[src/brs_pkg.sv]
// ----------------------------------------------------------------------------
// brs_pkg
// Shared types, widths and codes of the bilinear resampler.
// ----------------------------------------------------------------------------
`default_nettype none

package brs_pkg;

    // geometry and number format
    localparam int COORD_W   = 8;
    localparam int ADDR_W    = 2 * COORD_W;
    localparam int SIZE_W    = 9;
    localparam int FRAC_BITS = 16;
    localparam int VAL_W     = 32;
    localparam int MAX_COLS  = 256;
    localparam int MAX_ROWS  = 256;

    // divider: dividend is position numerator shifted by the fraction
    localparam int NUM_W  = 2 * COORD_W;
    localparam int DIVN_W = NUM_W + FRAC_BITS;
    localparam int DCNT_W = $clog2(DIVN_W + 1);

    // interpolation datapath
    localparam int P_W    = VAL_W + 3;
    localparam int B_W    = VAL_W + 6;
    localparam int WF_W   = FRAC_BITS + 1;
    localparam int PROD_W = WF_W + 1 + B_W;
    localparam int ACC_W  = PROD_W + 1;

    // apb address map
    localparam int PADDR_W = 5;

    typedef enum logic [2:0] {
        REG_SRC_COLS  = 3'd0,
        REG_SRC_ROWS  = 3'd1,
        REG_DST_COLS  = 3'd2,
        REG_DST_ROWS  = 3'd3,
        REG_MASK_EN   = 3'd4,
        REG_MASK_LOW  = 3'd5,
        REG_MASK_HIGH = 3'd6,
        REG_NONE      = 3'd7
    } reg_idx_t;

    typedef enum logic {
        OP_LOAD  = 1'b0,
        OP_QUERY = 1'b1
    } op_t;

    typedef enum logic [2:0] {
        ST_IDLE,
        ST_DIV,
        ST_POST,
        ST_READ,
        ST_EXTRA,
        ST_MUL,
        ST_OUT
    } state_t;

    // size register with zero treated as one and capped
    function automatic logic [SIZE_W-1:0] eff_size(input logic [SIZE_W-1:0] v,
                                                   input logic [SIZE_W-1:0] cap);
        logic [SIZE_W-1:0] r;
        r = v;
        if (v == '0)
            r = SIZE_W'(1);
        else if (v > cap)
            r = cap;
        return r;
    endfunction

    // round half up on the fraction, floor semantics
    function automatic logic signed [B_W-1:0] round_frac(input logic signed [ACC_W-1:0] v);
        logic signed [ACC_W-1:0] t;
        t = (v + (ACC_W'(1) <<< (FRAC_BITS - 1))) >>> FRAC_BITS;
        return t[B_W-1:0];
    endfunction

    // saturate to the signed result range: upper bits must all match the sign
    function automatic logic signed [VAL_W-1:0] sat_val(input logic signed [B_W-1:0] v);
        logic signed [VAL_W-1:0] r;
        r = v[VAL_W-1:0];
        if (v[B_W-1:VAL_W-1] != {(B_W-VAL_W+1){v[B_W-1]}})
            r = v[B_W-1] ? {1'b1, {(VAL_W-1){1'b0}}} : {1'b0, {(VAL_W-1){1'b1}}};
        return r;
    endfunction

endpackage

`default_nettype wire

[src/brs_div.sv]
// ----------------------------------------------------------------------------
// brs_div
// Restoring divider, one quotient bit per cycle, for the source position.
// ----------------------------------------------------------------------------
`default_nettype none

module brs_div (
    input  wire logic                          clk,
    input  wire logic                          rst_n,
    input  wire logic                          start,
    input  wire logic [brs_pkg::DIVN_W-1:0]    dividend,
    input  wire logic [brs_pkg::SIZE_W-1:0]    divisor,
    output logic                               busy,
    output logic [brs_pkg::DIVN_W-1:0]         quotient
);

    logic [brs_pkg::DCNT_W-1:0] cnt_reg, cnt_next;
    logic [brs_pkg::DIVN_W-1:0] quo_reg, quo_next;
    logic [brs_pkg::SIZE_W-1:0] rem_reg, rem_next;
    logic [brs_pkg::SIZE_W:0]   rem_sh;

    // one restoring step
    always_comb
    begin
        cnt_next = cnt_reg;
        quo_next = quo_reg;
        rem_next = rem_reg;
        rem_sh   = {rem_reg, quo_reg[brs_pkg::DIVN_W-1]};
        if (start)
        begin
            cnt_next = brs_pkg::DCNT_W'(brs_pkg::DIVN_W);
            quo_next = dividend;
            rem_next = '0;
        end
        else if (cnt_reg != '0)
        begin
            cnt_next = cnt_reg - brs_pkg::DCNT_W'(1);
            if (rem_sh >= {1'b0, divisor})
            begin
                rem_next = brs_pkg::SIZE_W'(rem_sh - {1'b0, divisor});
                quo_next = {quo_reg[brs_pkg::DIVN_W-2:0], 1'b1};
            end
            else
            begin
                rem_next = rem_sh[brs_pkg::SIZE_W-1:0];
                quo_next = {quo_reg[brs_pkg::DIVN_W-2:0], 1'b0};
            end
        end
    end

    always_ff @(posedge clk or negedge rst_n)
    begin
        if (!rst_n)
            cnt_reg <= '0;
        else
            cnt_reg <= cnt_next;
    end

    always_ff @(posedge clk)
    begin
        quo_reg <= quo_next;
        rem_reg <= rem_next;
    end

    assign busy     = (cnt_reg != '0);
    assign quotient = quo_reg;

endmodule

`default_nettype wire

[config.mk]
export PLATFORM = sky130hd
export DESIGN_NAME = brs_div
export DESIGN_NICKNAME = d
export VERILOG_FILES = /design/src/brs_pkg.sv /design/src/brs_div.sv
export SDC_FILE = /design/constraint.sdc
export NUM_CORES = 1
export LEC_CHECK = 0
export BUFFER_PORTS_ARGS = -buffer_cell sky130_fd_sc_hd__buf_4
export CAP_MARGIN = 0
export CORE_UTILIZATION = 45
export CTS_BUF_LIST = sky130_fd_sc_hd__clkbuf_8
export DETAILED_ROUTE_END_ITERATION = 16
export PLACE_DENSITY = 0.74
export SETUP_SLACK_MARGIN = 0.4
export SKIP_LAST_GASP = 1
export SLEW_MARGIN = 40
export SYNTH_ARGS = -nofsm -noshare
export SYNTH_HDL_FRONTEND = slang
export SYNTH_SLANG_ARGS = --single-unit
[constraint.sdc]
create_clock -name clk -period 2.4 [get_ports clk]
set_clock_uncertainty 0.2 [all_clocks]
set_input_delay 0.12 -clock clk [delete_from_list [all_inputs] [get_ports clk]]
set_output_delay 0.12 -clock clk [all_outputs]
set_load 0.05 [all_outputs]
# Word level (Yosys, flattened, before mapping)
# Cells that the tools add are included.
dict set report classes {
  n_addsub 2
  order_cmp 1
  muxes 6
  reduce_logical 2
}
# op n
set op_table {}
lappend op_table {{32-bit 2-to-1 mux} 2}
lappend op_table {{6-bit 2-to-1 mux} 2}
lappend op_table {{10-bit by 9-bit >= comparator with 1-bit output} 1}
lappend op_table {{9-bit 2-to-1 mux} 1}
lappend op_table {{9-bit subtractor} 1}
lappend op_table {{6-bit nonzero test} 1}
lappend op_table {{6-bit by 1-bit subtractor with 6-bit output (second input constant)} 1}
lappend op_table {{2-bit nonzero test} 1}
lappend op_table {{1-bit 2-to-1 mux} 1}
dict set report totals {
  register_bits 47
  inputBits 44
  output_inout_bits 33
  word_cells 14
}

# Logic depth before layout (Yosys ltp)
# Gate-level depths: netlist of run 1.
dict set report logic_depth {
  depth_word 4
  ltp_mapped 10
  ltp_nobuf 9
}

# Least setup slack after synthesis of run 1
# No wires, ideal clock.
dict set report synth_path {
  path_type {flip-flop to flip-flop}
  start {register quo_reg (netlist bit quotient[31])}
  end {register rem_reg[0] in the netlist's numbering}
  setup_time_ns 0.079
  arrival_ns 2.422
  t_required_ns 2.121
  slack_ns -0.301
  stages_incl_launch_ff 10
  path_buffers 0
  period_less_slack_ns 2.701
  cell_sequence {edfxtp_1 > inv_1 > ha_1 > inv_1 > fa_1 > a21oi_4 > a211oi_4 > nor3_4 > mux2_4 > a211oi_2}
}
dict set report synth_between {
  elab_chain_cells 2
  word_cells_on_any_way 3
  cone_classes {add/sub: 1; order compare: 1; mux: 1}
}
# item line
set synth_rtl {}
lappend synth_rtl {{start: declaration} brs_div.sv:18} ;# logic [brs_pkg::DIVN_W-1:0] quo_reg, quo_next;
lappend synth_rtl {{start signal: assignment} brs_div.sv:61} ;# quo_reg <= quo_next;
lappend synth_rtl {{9-bit subtractor or 10-bit by 9-bit >= comparator with 1-bit output (tied branches)} {brs_div.sv:40, brs_div.sv:38}}
lappend synth_rtl {{9-bit 2-to-1 mux (*)} brs_div.sv:38} ;# if (rem_sh >= {1'b0, divisor})
lappend synth_rtl {{end signal: assignment} brs_div.sv:62} ;# rem_reg <= rem_next;
lappend synth_rtl {{end: declaration} brs_div.sv:19} ;# logic [brs_pkg::SIZE_W-1:0] rem_reg, rem_next;
# Mark *: on every way between the ends. The rest lies on a longest branch, timed or not.
# A chain may end at the register's enable or synchronous reset.

# Worst setup path after layout of run 1
dict set report layout_path {
  start {register quo_reg (netlist bit quotient[31])}
  end {register rem_reg[7] in the netlist's numbering}
}
# Same word-level chain as after synthesis.

==> results.py, run 1 <==
metrics = {
    "setup_path": {
        "path_delay_family": "compound AO/OA/AOI/OAI gates",
        "worstSetupPathType": "register to register",
        "cp_slowest_cell": "edfxtp_1",
        "worstPathMaxFanout": 4,
        "worst-path-buf-inv": 5,
        "r2r_end": "rem_reg[7]$_SDFFE_PP0P_",
        "regToRegSetupSlack_ps": -90,
        "crit_arrival_ps": 2500,
        "r2r_cells": 12,
        "start_kind": "register",
        "cp.required_ps": 2410,
        "crit_chain": "inv_2, ha_4, inv_2, fa_2, a21oi_4, a211oi_4, nor3_4, buf_4, buf_6, buf_6, nand2_1, a311oi_2",
        "timing.rr.start": "quotient[31]$_DFFE_PP_",
        "max_stage_delay_ps": 410,
        "critPathCaptureType": "register",
    },
    "timing": {
        "setup_slack_ps": -85.8,
        "fmax_mhz": 402,
        "final-setup-viol-count": 2,
        "hold_viol": 0,
        "timing.slew.headroom_pct": 47.8,
        "period_share_pct": 104,
        "drv_slew": 0,
        "fin_tns_setup_ps": -108,
        "worstMarginPinSlew_ps": 782,
        "grt_setup_unrepaired": "true",
        "min_period_ps": 2490,
    },
    "cells_and_area": {
        "finalNetCount": 412,
        "n_fill_cell": 339,
        "antenna_cells": 0,
        "mostFrequentLayoutCells": "buf_4 (96), dlygate4sd3_1 (34), edfxtp_1 (32)",
        "syn_to_final_growth_pct": 59.9,
        "largest_register_ffs": 32,
        "drive_above_1_share_pct": 52.2,
        "final_cells": 430,
        "utilization_pct": 75.1,
        "final_cell_area_um2": 4160,
        "layout_commonest_cell": "buf_4",
    },
    "power": {
        "max-vdd-ir-drop_mv": 0.567,
        "powerDensity_nw_per_um2": 998,
        "leakagePower_nw": 1.78,
    },
    "yosys": {
        "yosys.area_share.simple_pct": 10.3,
        "synthMuxAreaShare_pct": 16.7,
        "synth_top_family_by_area": "multiplexers",
        "synth_edf_count": 32,
        "synth_area_per_cell_um2": 12.2,
        "synth-seq-area-share_pct": 49.6,
        "synth_compound_area_share_pct": 11.5,
        "ys_warn_count": 0,
        "yosysUniqueCellTypes": 50,
        "syn-instance-count": 214,
        "synth-async-reset-ratio_pct": 12.8,
        "synth-xor-area-share_pct": 1.68,
        "synth.cell_area_um2": 2600,
        "ys_seq_elements": 47,
        "syn-num-nets": 269,
        "synthAdderAreaFrac_pct": 5.58,
        "synth_top_flop_cell": "edfxtp_1",
    },
    "die": {
        "pin_count": 77,
        "row_count": 27,
        "chipHeight_um": 78.1,
        "start_util_pct": 47.0,
        "core_area_um2": 5540,
        "die-area_um2": 6090,
        "die_w_um": 78.1,
    },
    "cts": {
        "cts_sinks": 47,
        "numCtsBuffers": 5,
        "clk-insertion-delay-late_ps": 300,
        "clock_path_buffers": 2,
        "cts_max_level": 2,
        "cts_tree": "done",
        "root_buffer": "clkbuf_8",
        "path_clk_slew_ps": 90,
    },
    "run_status": {
        "outcome": "complete, but fails checks",
        "violations": "setup timing",
    },
    "drt": {
        "antenna_left": 0,
        "detail_route.wl_per_cell_um": 18.1,
        "num_vias": 2343,
        "drt_iter0_drc": 227,
        "avgViaCountPerCell": 5.45,
        "drc": 0,
        "drt_wl_total_mm": 7.77,
        "first_pass_iters": 5,
    },
    "job": {
        "drv_cap": 0,
    },
    "grt": {
        "track_usage_pct": 25.4,
        "grt_pass1_wl_mm": 11.6,
        "grt_pass1_vias": 2352,
        "grt_max_degree": 33,
        "antenna_found_initial": 0,
        "overflow": 0,
    },
    "hold_path": {
        "hold_depth": 2,
        "hold_end": "rem_reg[0]$_SDFFE_PP0P_",
        "hp-class": "input pin to register",
        "worstHoldStart": "start",
    },
    "placed_design": {
        "place_area_um2": 3260,
        "pre_cts_slack_ps": -16.1,
        "port_buffers": 76,
        "hpwl_mm": 4.08,
        "routabilityCongestion": 0.853,
        "dp.cells": 357,
    },
}
## power by group
group / internal (W) / switching (W) / leakage [nW]
logic: 0.00107 / 0.00128 / 1.25
registers: 0.00112 / 0.000192 / 0.487
clock network: 0.000204 / 0.000287 / 0.0418
total: 0.00239 / 0.00176 / 1.78
## metal layers
layer	share of wire, %	vias to the layer above	GRT usage, %
met5	0	-	0
met4	3.0	0	10.9
li1	-	1078	-
met3	5.7	25	4.88
met2	53	110	43.9
met1	39	1130	30.8
## kinds of logic (layout without fill, tap and decap cells)
family | after synthesis | in the layout
AOI/OAI and AO/OA | 37 | 37
xor gates and xnor gates | 5 | 5
adders and majority gates | 11 | 11
buffers and inverters | 26 | 167
DFF | 47 | 47
muxes | 39 | 39
and+or+nand+nor | 49 | 52
## synthesized netlist by cell type (3+ instances only)
library cell | number | area (um2)
nor2_1 | 15 | 56.3
buf_2 | 4 | 20.0
ha_1 | 10 | 125
a311oi_1 | 3 | 26.3
edfxtp_1 | 32 | 961
or3_1 | 3 | 18.8
xnor2_1 | 3 | 26.3
mux2i_1 | 7 | 70.1
dfxtp_1 | 9 | 180
inv_1 | 16 | 60.1
dfrtp_1 | 6 | 150
nor2b_1 | 3 | 18.8
nand3_1 | 3 | 15.0
nand3b_1 | 3 | 22.5
a211oi_1 | 5 | 37.5
mux2_2 | 31 | 349
clkbuf_1 | 3 | 11.3
a21oi_1 | 10 | 50.1
nand2_1 | 11 | 41.3
## worst max-delay path by stage
stage,slack [ps],endpoint,cells after the start,from
after detailed placement,-20,rem_reg[6]$_SDFFE_PP0P_,10,quotient[31]$_DFFE_PP_
final,-90,rem_reg[7]$_SDFFE_PP0P_,12,quotient[31]$_DFFE_PP_
after global routing,-150,rem_reg[7]$_SDFFE_PP0P_,12,quotient[31]$_DFFE_PP_
after floorplan,-150,rem_reg[0]$_SDFFE_PP0P_,9,quotient[31]$_DFFE_PP_
after CTS,70,rem_reg[0]$_SDFFE_PP0P_,10,quotient[31]$_DFFE_PP_
after global placement,90,rem_reg[6]$_SDFFE_PP0P_,10,quotient[31]$_DFFE_PP_
## through the flow
step / hold WS (ps) / total power (W)
after floorplan: -376 / 0.00257
after global placement: -265 / 0.00297
after detailed placement: -266 / 0.00301
after CTS: 56.2 / 0.00386
after global routing: 102 / 0.00433
final: 93.5 / 0.00415
## area by class of cell
type | instances | area, um2 | area share, %
inverters | 16 | 63.8 | 1.53
clock buffers | 5 | 68.8 | 1.65
repair inverters | 1 | 7.51 | 0.180
multi-input cells | 144 | 1400 | 33.7
clock inverters | 3 | 20.0 | 0.481
repair buffers | 142 | 1220 | 29.3
flip-flops and latches | 47 | 1290 | 31.0
well taps | 72 | 90.1 | 2.17
## timing repair
action / CTS / global route
endpoints found under the hold margin: 38 / 0
resized for setup: 32 / 17
cloned: 4 / 0
hold buffers: 34 / 0
setup endpoints to repair: 45 / 46
buffers inserted: 16 / 11
pin swaps: 6 / 6
(Power assumes the default switching activity.)
==> run 2: changes to the inputs <==
clock period = 2.03 ns   (was 2.4 ns; I/O delays follow)
==> results.py, run 2 (synthesis gave the netlist of run 1 again) <==
metrics = {
    "drt": {
        "drc": 0,
        "antenna_left": 0,
        "drt_wl_total_mm": 7.97,
        "avgViaCountPerCell": 5.18,
        "detail_route.wl_per_cell_um": 17.7,
        "num_vias": 2332,
        "drt_iter0_drc": 155,
        "first_pass_iters": 4,
    },
    "die": {
        "die-area_um2": 6090,
        "die_w_um": 78.1,
        "core_area_um2": 5540,
        "pin_count": 77,
        "row_count": 27,
        "start_util_pct": 47.0,
        "chipHeight_um": 78.1,
    },
    "power": {
        "max-vdd-ir-drop_mv": 0.667,
        "p_total_w": 0.00523,
        "p_switching_w": 0.00217,
        "switching_share_pct": 41.5,
        "power_frac_comb_pct": 59.2,
        "clkPwrFrac_pct": 11.2,
        "leakagePower_nw": 1.91,
        "p_seq_share_pct": 29.6,
        "powerDensity_nw_per_um2": 1210,
        "internal_power_w": 0.00306,
    },
    "timing": {
        "fmax_mhz": 425,
        "setup_slack_ps": -323,
        "final-setup-viol-count": 10,
        "worstMarginPinSlew_ps": 758,
        "fin_tns_setup_ps": -2650,
        "grt_setup_unrepaired": "true",
        "timing.slew.headroom_pct": 49.4,
        "hold_viol": 0,
        "period_share_pct": 116,
        "min_period_ps": 2350,
        "drv_slew": 0,
    },
    "cells_and_area": {
        "finalNetCount": 431,
        "syn_to_final_growth_pct": 66.4,
        "layout_commonest_cell": "buf_4",
        "final_cell_area_um2": 4330,
        "n_fill_cell": 335,
        "largest_register_ffs": 32,
        "mostFrequentLayoutCells": "buf_4 (112), dlygate4sd3_1 (34), edfxtp_1 (32)",
        "drive_above_1_share_pct": 56.2,
    },
    "cts": {
        "clk-insertion-delay-late_ps": 310,
        "path_clk_slew_ps": 90,
        "numCtsBuffers": 5,
        "clock_path_buffers": 2,
        "cts_tree": "done",
        "cts_sinks": 47,
        "cts_max_level": 2,
        "root_buffer": "clkbuf_8",
    },
    "run_status": {
        "violations": "setup timing",
        "outcome": "complete, but fails checks",
    },
    "setup_path": {
        "crit_arrival_ps": 2340,
        "cp.required_ps": 2020,
        "crit_chain": "inv_2, ha_4, inv_2, fa_2, a21oi_4, a211oi_4, nor3_4, buf_6, mux2i_2, a211oi_2",
        "path_delay_family": "adder cells",
        "worstSetupPathType": "register to register",
        "max_stage_delay_ps": 420,
        "worst-path-buf-inv": 3,
        "crit_cells": 10,
        "start_kind": "register",
        "cp_slowest_cell": "edfxtp_1",
        "cpMostUsedCell": "inv_2",
        "worstPathMaxFanout": 6,
        "r2r_cells": 10,
        "critPathCaptureType": "register",
    },
    "hold_path": {
        "hp-class": "input pin to register",
        "hold_depth": 2,
    },
    "job": {
        "drv_cap": 0,
    },
    "grt": {
        "grt_pass1_vias": 2403,
        "track_usage_pct": 24.9,
        "overflow": 0,
        "antenna_found_initial": 1,
        "grt_pass1_wl_mm": 11.6,
        "grt_max_degree": 32,
    },
    "placed_design": {
        "port_buffers": 76,
        "hpwl_mm": 4.28,
        "place_area_um2": 3450,
        "routabilityCongestion": 0.780,
    },
}
run 2: cell types whose count changed in the layout (fill, tap and decap cells not counted), sizes merged:
cell      change
diode         +1
buf          +19
clkinvlp      -3
inv           +3
run 2: final cells by class:
type | instances | area (um2) | area share, %
multi-input cells | 144 | 1410 | 32.6
repair buffers | 161 | 1370 | 31.6
flip-flops and latches | 47 | 1290 | 29.8
well taps | 72 | 90.1 | 2.08
inverters | 16 | 72.6 | 1.68
clock buffers | 5 | 68.8 | 1.59
clock inverters | 3 | 18.8 | 0.433
repair inverters | 1 | 8.76 | 0.202
diodes | 1 | 2.50 | 0.0578
run 2: per-stage QoR:
stage	std cells	hold WS [ps]	util [%]	setup slack (ps)
2_1_floorplan	214	-394	-	-522
3_3_place_gp	377	-284	62.2	-219
3_5_place_dp	377	-281	62.2	-307
4_1_cts	441	17.6	75.6	-248
5_1_grt	450	47.6	78.2	-410
6_report	450	52.7	78.2	-323
run 2: power groups by stage:
| stage | logic [W] | clock network (W) | registers, W |
|---|---|---|---|
| CTS | 0.00275 | 0.000586 | 0.00152 |
| global route | 0.00326 | 0.000622 | 0.00158 |
| floorplan | 0.00110 | 0 | 0.00204 |
| detailed placement | 0.00225 | 0 | 0.00153 |
| finish | 0.00310 | 0.000585 | 0.00155 |
| global placement | 0.00220 | 0 | 0.00152 |
run 2: repair_timing:
item | CTS | global route
setup endpoints to repair | 48 | 49
setup buffers | 18 | 8
hold endpoints to repair | 38 | 0
pin swaps | 6 | 12
gates cloned | 4 | 0
resized for setup | 30 | 20
hold buffers | 34 | 0
run 2: final timing paths:
| kind | start | endpoint | slack [ps] |
|---|---|---|---|
| min | start | cnt_reg[3]$_DFFE_PN0P_ | 50 |
| min reg2reg | rem_reg[2]$_SDFFE_PP0P_ | rem_reg[2]$_SDFFE_PP0P_ | 310 |
| max reg2reg | quotient[31]$_DFFE_PP_ | rem_reg[3]$_SDFFE_PP0P_ | -320 |
| max | quotient[31]$_DFFE_PP_ | rem_reg[3]$_SDFFE_PP0P_ | -320 |
| min in group asynchronous | rst_n | cnt_reg[2]$_DFFE_PN0P_ | 550 |
| max in group asynchronous | rst_n | cnt_reg[4]$_DFFE_PN0P_ | 830 |
run 2: layer usage:
metal / routed length, um / global-route usage (%) / share of wire (%) / vias to the layer above
met3: 286 / 5.35 / 3.6 / 22
met5: 0 / 0 / 0 / -
met1: 3230 / 29.4 / 40 / 1131
li1: - / - / - / 1114
met4: 210 / 8.15 / 2.6 / 0
met2: 4250 / 44.6 / 53 / 65
run 2: worst reg2reg max path: stages, from the launching register on:
cell      delay, ps
edfxtp_1        420
inv_2           100
ha_4            130
inv_2            30
fa_2            360
a21oi_4         170
a211oi_4        100
nor3_4          220
buf_6           180
mux2i_2         240
a211oi_2        100
==> run 3: changes to the inputs <==
ABC_CLOCK_PERIOD_IN_PS = 2100   (was not set)
clock period = 2.1 ns   (was 2.03 ns; I/O delays follow)
==> results.py, run 3 (synthesis gave the netlist of run 1 again) <==
metrics = {
    "drt": {
        "drt_iter0_drc": 106,
        "antenna_left": 0,
        "drt_wl_total_mm": 7.94,
        "num_vias": 2358,
        "drc": 0,
        "first_pass_iters": 4,
        "avgViaCountPerCell": 5.26,
        "detail_route.wl_per_cell_um": 17.7,
    },
    "cts": {
        "clk-insertion-delay-late_ps": 310,
        "cts_max_level": 2,
        "cts_tree": "done",
        "numCtsBuffers": 5,
        "clock_path_buffers": 2,
        "root_buffer": "clkbuf_8",
        "path_clk_slew_ps": 100,
        "cts_sinks": 47,
    },
    "cells_and_area": {
        "layout_commonest_cell": "buf_4",
        "seq_area_um2": 1290,
        "syn_to_final_growth_pct": 67.5,
        "finalNetCount": 430,
        "n_fill_cell": 321,
        "mostFrequentLayoutCells": "buf_4 (113), dlygate4sd3_1 (34), edfxtp_1 (32)",
        "antenna_cells": 0,
        "largest_register_ffs": 32,
        "utilization_pct": 78.7,
        "final_cells": 448,
        "drive_above_1_share_pct": 54.3,
        "multiInputGateArea_um2": 1380,
    },
    "timing": {
        "final-setup-viol-count": 10,
        "period_share_pct": 118,
        "setup_slack_ps": -375,
        "drv_slew": 0,
        "hold_viol": 0,
        "min_period_ps": 2470,
        "fmax_mhz": 404,
        "timing.slew.headroom_pct": 49.5,
        "worstMarginPinSlew_ps": 756,
        "hold_ws_ps": 48.0,
        "grt_setup_unrepaired": "true",
    },
    "setup_path": {
        "crit_arrival_ps": 2510,
        "worstSetupPathType": "register to register",
        "cp.required_ps": 2130,
        "worstPathMaxFanout": 4,
        "critPathCaptureType": "register",
        "start_kind": "register",
    },
    "grt": {
        "track_usage_pct": 25.1,
        "overflow": 0,
        "grt_pass1_wl_mm": 11.4,
        "antenna_found_initial": 0,
        "grt_max_degree": 31,
        "grt_pass1_vias": 2371,
    },
    "placed_design": {
        "dp.cells": 377,
        "pre_cts_slack_ps": -206,
        "routabilityCongestion": 0.798,
        "port_buffers": 76,
        "hpwl_mm": 4.18,
    },
    "die": {
        "die_w_um": 78.1,
        "pin_count": 77,
        "die-area_um2": 6090,
        "row_count": 27,
        "core_area_um2": 5540,
        "chipHeight_um": 78.1,
        "start_util_pct": 47.0,
    },
    "hold_path": {
        "hp-class": "input pin to register",
    },
    "run_status": {
        "violations": "setup timing",
        "outcome": "complete, but fails checks",
    },
    "job": {
        "drv_cap": 0,
    },
    "power": {
        "powerDensity_nw_per_um2": 1160,
        "p_total_w": 0.00506,
        "max-vdd-ir-drop_mv": 0.763,
        "leakagePower_nw": 1.93,
    },
}
## run 3: cell types whose count changed in the layout (fill, tap and decap cells not counted), sizes merged
cell | previous run | this run
bufinv | 0 | 1
clkbuf | 5 | 6
inv | 18 | 17
clkinv | 2 | 1
diode | 1 | 0
buf | 127 | 126
## run 3: report_power, final
part           internal, W  total [W]  switching, W
Combinational      0.00137    0.00287       0.00150
Clock             0.000361   0.000704      0.000343
Sequential         0.00128    0.00149      0.000205
Total              0.00301    0.00506       0.00204
## run 3: layer usage
metal	up-vias	global-route usage (%)	wire length [um]
met5	-	0	0
met1	1161	29.5	3170
li1	1113	-	-
met4	0	9.44	126
met2	72	43.6	4250
met3	12	6.63	390
## run 3: timing repair
action | 4_1_cts | 5_1_grt
endpoints found under the setup margin | 48 | 48
hold endpoints to repair | 38 | 0
hold buffers | 34 | 0
pin swaps | 6 | 9
gates resized for setup | 30 | 11
buffers inserted | 13 | 10
cloned | 5 | 1
## run 3: cell type report
cell class / instances / share of cell area [%]
clock buffer: 5 / 1.58
clock inverter: 3 / 1.09
inverter: 16 / 1.55
multi-input combinational: 144 / 31.7
sequential: 47 / 29.6
tap: 72 / 2.07
timing repair buffer: 161 / 32.4
## run 3: worst paths after layout
path                                          from                       to  slack, ps  cells past startpoint
setup / recovery            quotient[31]$_DFFE_PP_  rem_reg[0]$_SDFFE_PP0P_       -370                      9
hold / removal                               start  rem_reg[0]$_SDFFE_PP0P_         50                      2
setup reg to reg            quotient[31]$_DFFE_PP_  rem_reg[0]$_SDFFE_PP0P_       -370                      9
hold reg to reg            rem_reg[6]$_SDFFE_PP0P_  rem_reg[7]$_SDFFE_PP0P_        340                      2
max in group asynchronous                    rst_n   cnt_reg[3]$_DFFE_PN0P_        930                      3
min in group asynchronous                    rst_n   cnt_reg[4]$_DFFE_PN0P_        540                      3
## run 3: stage by stage
step | area (um2) | TNS [ps]
global placement | 3460 | -1050
CTS | 4210 | -1960
finish | 4360 | -3110
floorplan | 2680 | -3930
detailed placement | 3460 | -1630
global route | 4360 | -4160
## run 3: worst max-delay path, stage by stage, from the launching register on
cell and delay (ps):
edfxtp_1 420, inv_2 100, ha_4 140, inv_2 30
fa_2 360, a21oi_4 190, a211oi_4 90, nor3_4 300
mux2_4 340, a211oi_2 210
